## src/design/parametric_surface_vertex_assert.svh

```systemverilog
// Assertion macros shared by the parametric surface vertex design.
`ifndef PARAMETRIC_SURFACE_VERTEX_ASSERT_SVH
`define PARAMETRIC_SURFACE_VERTEX_ASSERT_SVH
`ifndef SYNTHESIS
`define PSV_ASSERT_IMP(label, clk, rst_n, pre, post) \
    label: assert property (@(posedge clk) disable iff (!rst_n) (pre) |-> (post)) \
        else $error("psv assertion failed");
`define PSV_ASSERT_NXT(label, clk, rst_n, pre, post) \
    label: assert property (@(posedge clk) disable iff (!rst_n) (pre) |=> (post)) \
        else $error("psv assertion failed");
`else
`define PSV_ASSERT_IMP(label, clk, rst_n, pre, post)
`define PSV_ASSERT_NXT(label, clk, rst_n, pre, post)
`endif
`endif

```

## src/design/psv_div.sv

```systemverilog
// Pipelined restoring divider: a chain of cells, one quotient bit per cell.
module psv_div #(
    parameter int NUM_W = 11,
    parameter int DEN_W = 9
) (
    input  logic             i_clk,
    input  logic             i_en,
    input  logic [NUM_W-1:0] i_num,
    input  logic [DEN_W-1:0] i_den,
    output logic [NUM_W-1:0] o_quo,
    output logic [DEN_W-1:0] o_rem,
    output logic [DEN_W-1:0] o_den
);
    logic [DEN_W-1:0] r_rem [NUM_W];
    logic [DEN_W-1:0] r_den [NUM_W];
    logic [NUM_W-1:0] r_num [NUM_W];
    logic [NUM_W-1:0] r_quo [NUM_W];

    for (genvar k = 0; k < NUM_W; k++) begin : g_cell
        logic [DEN_W-1:0] w_rem_in;
        logic [DEN_W-1:0] w_den_in;
        logic [NUM_W-1:0] w_num_in;
        logic [NUM_W-1:0] w_quo_in;
        logic [DEN_W:0]   w_trial;
        logic             w_fit;
        logic [DEN_W-1:0] n_rem;

        if (k == 0) begin : g_first
            assign w_rem_in = '0;
            assign w_den_in = i_den;
            assign w_num_in = i_num;
            assign w_quo_in = '0;
        end else begin : g_next
            assign w_rem_in = r_rem[k-1];
            assign w_den_in = r_den[k-1];
            assign w_num_in = r_num[k-1];
            assign w_quo_in = r_quo[k-1];
        end

        assign w_trial = {w_rem_in, w_num_in[NUM_W-1]};
        assign w_fit   = (w_trial >= {1'b0, w_den_in});
        assign n_rem   = w_fit ? DEN_W'(w_trial - {1'b0, w_den_in}) : w_trial[DEN_W-1:0];

        always_ff @(posedge i_clk) begin
            if (i_en) begin
                r_rem[k] <= n_rem;
                r_den[k] <= w_den_in;
                r_num[k] <= {w_num_in[NUM_W-2:0], 1'b0};
                r_quo[k] <= {w_quo_in[NUM_W-2:0], w_fit};
            end
        end
    end

    assign o_quo = r_quo[NUM_W-1];
    assign o_rem = r_rem[NUM_W-1];
    assign o_den = r_den[NUM_W-1];
endmodule

```

## config.mk

```make
export PLATFORM = sky130hd
export DESIGN_NAME = psv_div
export DESIGN_NICKNAME = d
export VERILOG_FILES = /design/src/design/parametric_surface_vertex_assert.svh /design/src/design/psv_div.sv
export SDC_FILE = /design/constraint.sdc
export NUM_CORES = 1
export LEC_CHECK = 0
export BUFFER_PORTS_ARGS = -buffer_cell sky130_fd_sc_hd__buf_2
export CORE_MARGIN = 3
export CORE_UTILIZATION = 40
export DETAILED_ROUTE_END_ITERATION = 7
export PLACE_DENSITY = 0.66
export SYNTH_ARGS = -nofsm -noshare
export SYNTH_HDL_FRONTEND = slang
export SYNTH_SLANG_ARGS = --single-unit
```

## constraint.sdc

```tcl
create_clock -name i_clk -period 3.5 [get_ports i_clk]
set_input_delay 0.7 -clock i_clk [delete_from_list [all_inputs] [get_ports i_clk]]
set_output_delay 0.7 -clock i_clk [all_outputs]
set_load 0.1 [all_outputs]
```

Word level (Yosys, flattened, before mapping). Memories as Yosys holds them, arrays and structs flattened. Cells that the tools add are included.

Output and inout port bits: 29. Input bits: 22. Register bits: 0. RAM bits: 429. Word-level logic and storage cells: 39. Memories kept: 4.

Memories: r_quo (depth 11, bits a word 11, read ports 11, clocked after Yosys merged registers in 0, wr ports 11, RTL line psv_div.sv:17) `logic [NUM_W-1:0] r_quo [NUM_W];`; r_num (depth 11, bits a word 10, read ports 10, clocked after Yosys merged registers in 0, wr ports 11, RTL line psv_div.sv:16) `logic [NUM_W-1:0] r_num [NUM_W];`; r_den (depth 11, bits a word 9, read ports 11, clocked after Yosys merged registers in 0, wr ports 11, RTL line psv_div.sv:15) `logic [DEN_W-1:0] r_den [NUM_W];`; r_rem (depth 11, bits a word 9, read ports 11, clocked after Yosys merged registers in 0, wr ports 11, RTL line psv_div.sv:14) `logic [DEN_W-1:0] r_rem [NUM_W];`.

Muxes and demuxes: 13. Magnitude comparators: 11. Add/sub/neg operators: 11.

Operators by type and width (count): $ge 10x9->1 (10); $mux 9 (11); $sub 9x9->9 (10); $ge 1x9->1 (1); $sub 1x9->9 (1); $mux 1 (2).

Longest topological paths before layout. An unclocked memory read counts as a cell.

Depth in word-level cells: 3. Mapped depth: 10. Depth with buffers taken out: 9.

Worst setup path before layout. OpenSTA, ideal clock, no wires.

Kind: reg-to-reg. Start: memory r_num[6][9] in the netlist's numbering. End: memory r_rem[7][1] (data pin). Path buffers: 0. Cell stages (with the launch flop): 10. Setup time: 0.260 ns. Period minus slack after synthesis: 2.885 ns. Slack: 0.615 ns. Data arrival time: 2.625 ns. Required time: 3.240 ns. Path through: edfxtp_1 > inv_1 > ha_1 > inv_1 > fa_1 > a21o_2 > a221oi_2 > a21oi_2 > a2111oi_4 > mux2_2.

RTL lines (RTL line): start: declaration (psv_div.sv:16); end: declaration (psv_div.sv:14).

==> run summary <==
Status -> finished clean
Top-Level Pins -> 51
Post-route DRC -> 0
Largest net degree at the start of global routing -> 81
Synth area leader -> edfxtp_1
Cts bufs inserted -> 36
Ys Warns -> 0
Top-area cell type share of the netlist area -> 0.644
Worst Tran Pin Value -> 0.831 ns
Setup TNS -> 0 ns
Critical-path cell with the highest stage delay -> a2111oi_4
Antenna cells -> 0
Grt total ovfl -> 0
Post-Syn Area per Cell -> 14.5 um2
Die footprint -> 39500 um2
Worst vdd ir -> 387 uV
Slew HR -> 0.442
TritonCTS clock tree -> built
Post-synth EDFFs -> 319
Clk network pwr share -> 0.267
Clock transition at the registers of the reported paths -> 0.06 ns
Placed cells -> 1545
Fill cells -> 3155
Total number of vias -> 8224
H-Tree Depth -> 2
Hold buffers post-CTS -> 0
FMAX -> 321 MHz
Initial antenna violation count -> 0
CP endpoint kind -> flop
DRT Pass-1 Iters -> 4
CP dominant cell by count -> inv_1
DR vias/cell -> 5.10
GR Util All Layers -> 0.129
Sw Ratio -> 0.319
First-pass GRT wire length -> 41500 um
Clk_skew -> 0.0273 ns
Die width -> 199 um
Final Util -> 0.470
Final worst-path cycle share -> 0.889
Count of final hold-check violations -> 0
Routed Antenna Nets -> 0
HPWL Detailed -> 17100 um
RSZ-0062 raised after global routing -> no
Main synth FF type -> edfxtp_1
Setup bufs post-CTS -> 0
Root Driver -> clkbuf_16
Worst-path maximum fanout -> 6
Layout cell share with drive strength beyond 1 -> 0.174
Clock Tree Buf Depth -> 3
Ys async rst share -> 0
Setup violators final -> 0
Drt wl/cell -> 15.1 um
Worst skew pair latency -> 0.54 ns
Most common cell after layout, fill and taps aside -> edfxtp_1
PD cells -> 820 nW/um2
Yosys cell types -> 58
Crit path required time -> 3.76 ns
Post-Synthesis Cells -> 1028
Layout area overhead -> 14.2%
Worst hold slack -> 0.338 ns
Vias in the first global route -> 8637
Register area share after synthesis -> 0.644
Final Critical Period -> 3.11 ns
LEAKAGE -> 6.59 nW
Data arrival, critical path -> 3.38 ns
TritonCTS sink count -> 319
Synth top area cells -> edfxtp_1 (64%), ha_1 (7.7%), mux2_2 (5.2%), inv_1 (3.1%), xnor2_1 (2.1%)
Total Routed Length -> 24400 um
Row cnt -> 69
Commonest non-fill, non-tap cells in the layout -> edfxtp_1 (319), inv_1 (124), ha_1 (92), mux2_2 (69), a21oi_1 (60)
Cell Area, Synth -> 14900 um2
Cts repair resizes -> 0
Slowest stage delay, CP -> 0.48 ns
Post-Layout Cell Count -> 1611
Post-Syn Nets -> 1152
Hold Crit Class -> input port to flop
Internal power -> 9.48 mW
RePlAce Congestion -> 0.856
Critical path startpoint category -> flop
Initial DRC Count -> 337
Fin. max-slew vios -> 0
Register bit total from synthesis -> 319
Worst-path cell chain -> inv_1 > ha_1 > inv_1 > fa_1 > a21o_2 > a221oi_2 > a21oi_2 > a2111oi_4 > buf_4 > mux2_2
Max Cap Viol -> 0
IO buf count -> 50
Worst path top cell family by delay -> compound AO/OA/AOI/OAI gates
Sequential share of power -> 0.397
Core Box Area -> 36100 um2
WP buf/inv -> 3
WS Path Type -> flop to flop
Combinational share of power -> 0.336
Height of the die -> 199 um
Initial core utilization -> 0.412
NetSw -> 4.44 mW
Fin nets -> 1246
## stage by stage
step / area, um2 / power, mW / setup WS (ns)
after detailed placement: 15800 / 10.3 / 0.388
after CTS: 17000 / 14.1 / 0.364
after global placement: 15800 / 10.2 / 0.472
after floorplan: 14900 / 9.27 / 0.615
final: 17000 / 13.9 / 0.389
after global routing: 17000 / 14.8 / 0.164
## registers in the layout (all words and copies together) (netlist names)
name   flops
r_rem     99
r_quo     66
r_den     99
r_num     55
## path summary, 6_finish.rpt
| check | from | to | slack (ns) | cells after the start |
|---|---|---|---|---|
| min | i_num[8] | r_num[0][8] | 0.34 | 1 |
| max reg2reg | r_num[6][9] | r_rem[7][4] | 0.39 | 10 |
| min reg2reg | r_num[7][8] | r_num[8][9] | 0.40 | 0 |
| max | r_num[6][9] | r_rem[7][4] | 0.39 | 10 |
## kinds of logic (layout without fill, tap and decap cells)
family | count (synthesis) | after routing | synth area share
muxes | 82 | 82 | 0.0610
buffers and inverters | 129 | 251 | 0.0331
xor gates and xnor gates | 48 | 48 | 0.0283
DFF | 319 | 319 | 0.644
adders and majority gates | 102 | 102 | 0.0909
AOI/OAI and AO/OA | 199 | 199 | 0.0908
and+or+nand+nor | 149 | 149 | 0.0514
## final cells by class
type / instances / area (um2) / area share
Clock buffer: 43 / 927 / 0.0546
Clock inverter: 23 / 249 / 0.0147
Inverter: 124 / 465 / 0.0274
Multi-Input combinational cell: 580 / 4790 / 0.282
Sequential cell: 319 / 9580 / 0.564
Tap cell: 461 / 577 / 0.0340
Timing Repair Buffer: 61 / 380 / 0.0224
## cell usage after synthesis, types with 4 or more instances
cell,instances
a211o_1,4
a211oi_1,10
a21boi_0,7
a21o_1,15
a21oi_1,60
a221oi_1,5
a31o_2,6
a31oi_1,7
and3_1,5
clkbuf_1,4
edfxtp_1,319
fa_1,10
ha_1,92
inv_1,124
mux2_2,69
mux2i_1,13
nand2_1,21
nand2b_1,11
nand3_1,9
nand3b_1,5
nand4_1,16
nor2_1,46
nor2b_1,13
nor3_1,10
o211ai_1,4
o21a_1,10
o21ai_0,33
o31ai_1,4
xnor2_1,35
xor2_1,13
## layer usage
metal / part of all wire / track usage
met3: 0.040 / 0.0269
met1: 0.41 / 0.150
met2: 0.52 / 0.237
met4: 0.028 / 0.0445
met5: 0 / 0
## power groups by stage
| stage | Clock, mW | Sequential (mW) | Combinational, mW |
|---|---|---|---|
| after floorplan | 0 | 6.01 | 3.26 |
| after global placement | 0 | 5.59 | 4.56 |
| after detailed placement | 0 | 5.61 | 4.66 |
| after CTS | 3.85 | 5.54 | 4.70 |
| after global routing | 4.02 | 5.61 | 5.20 |
| final | 3.71 | 5.53 | 4.68 |
Note: power is estimated with default switching activity, not from simulation.
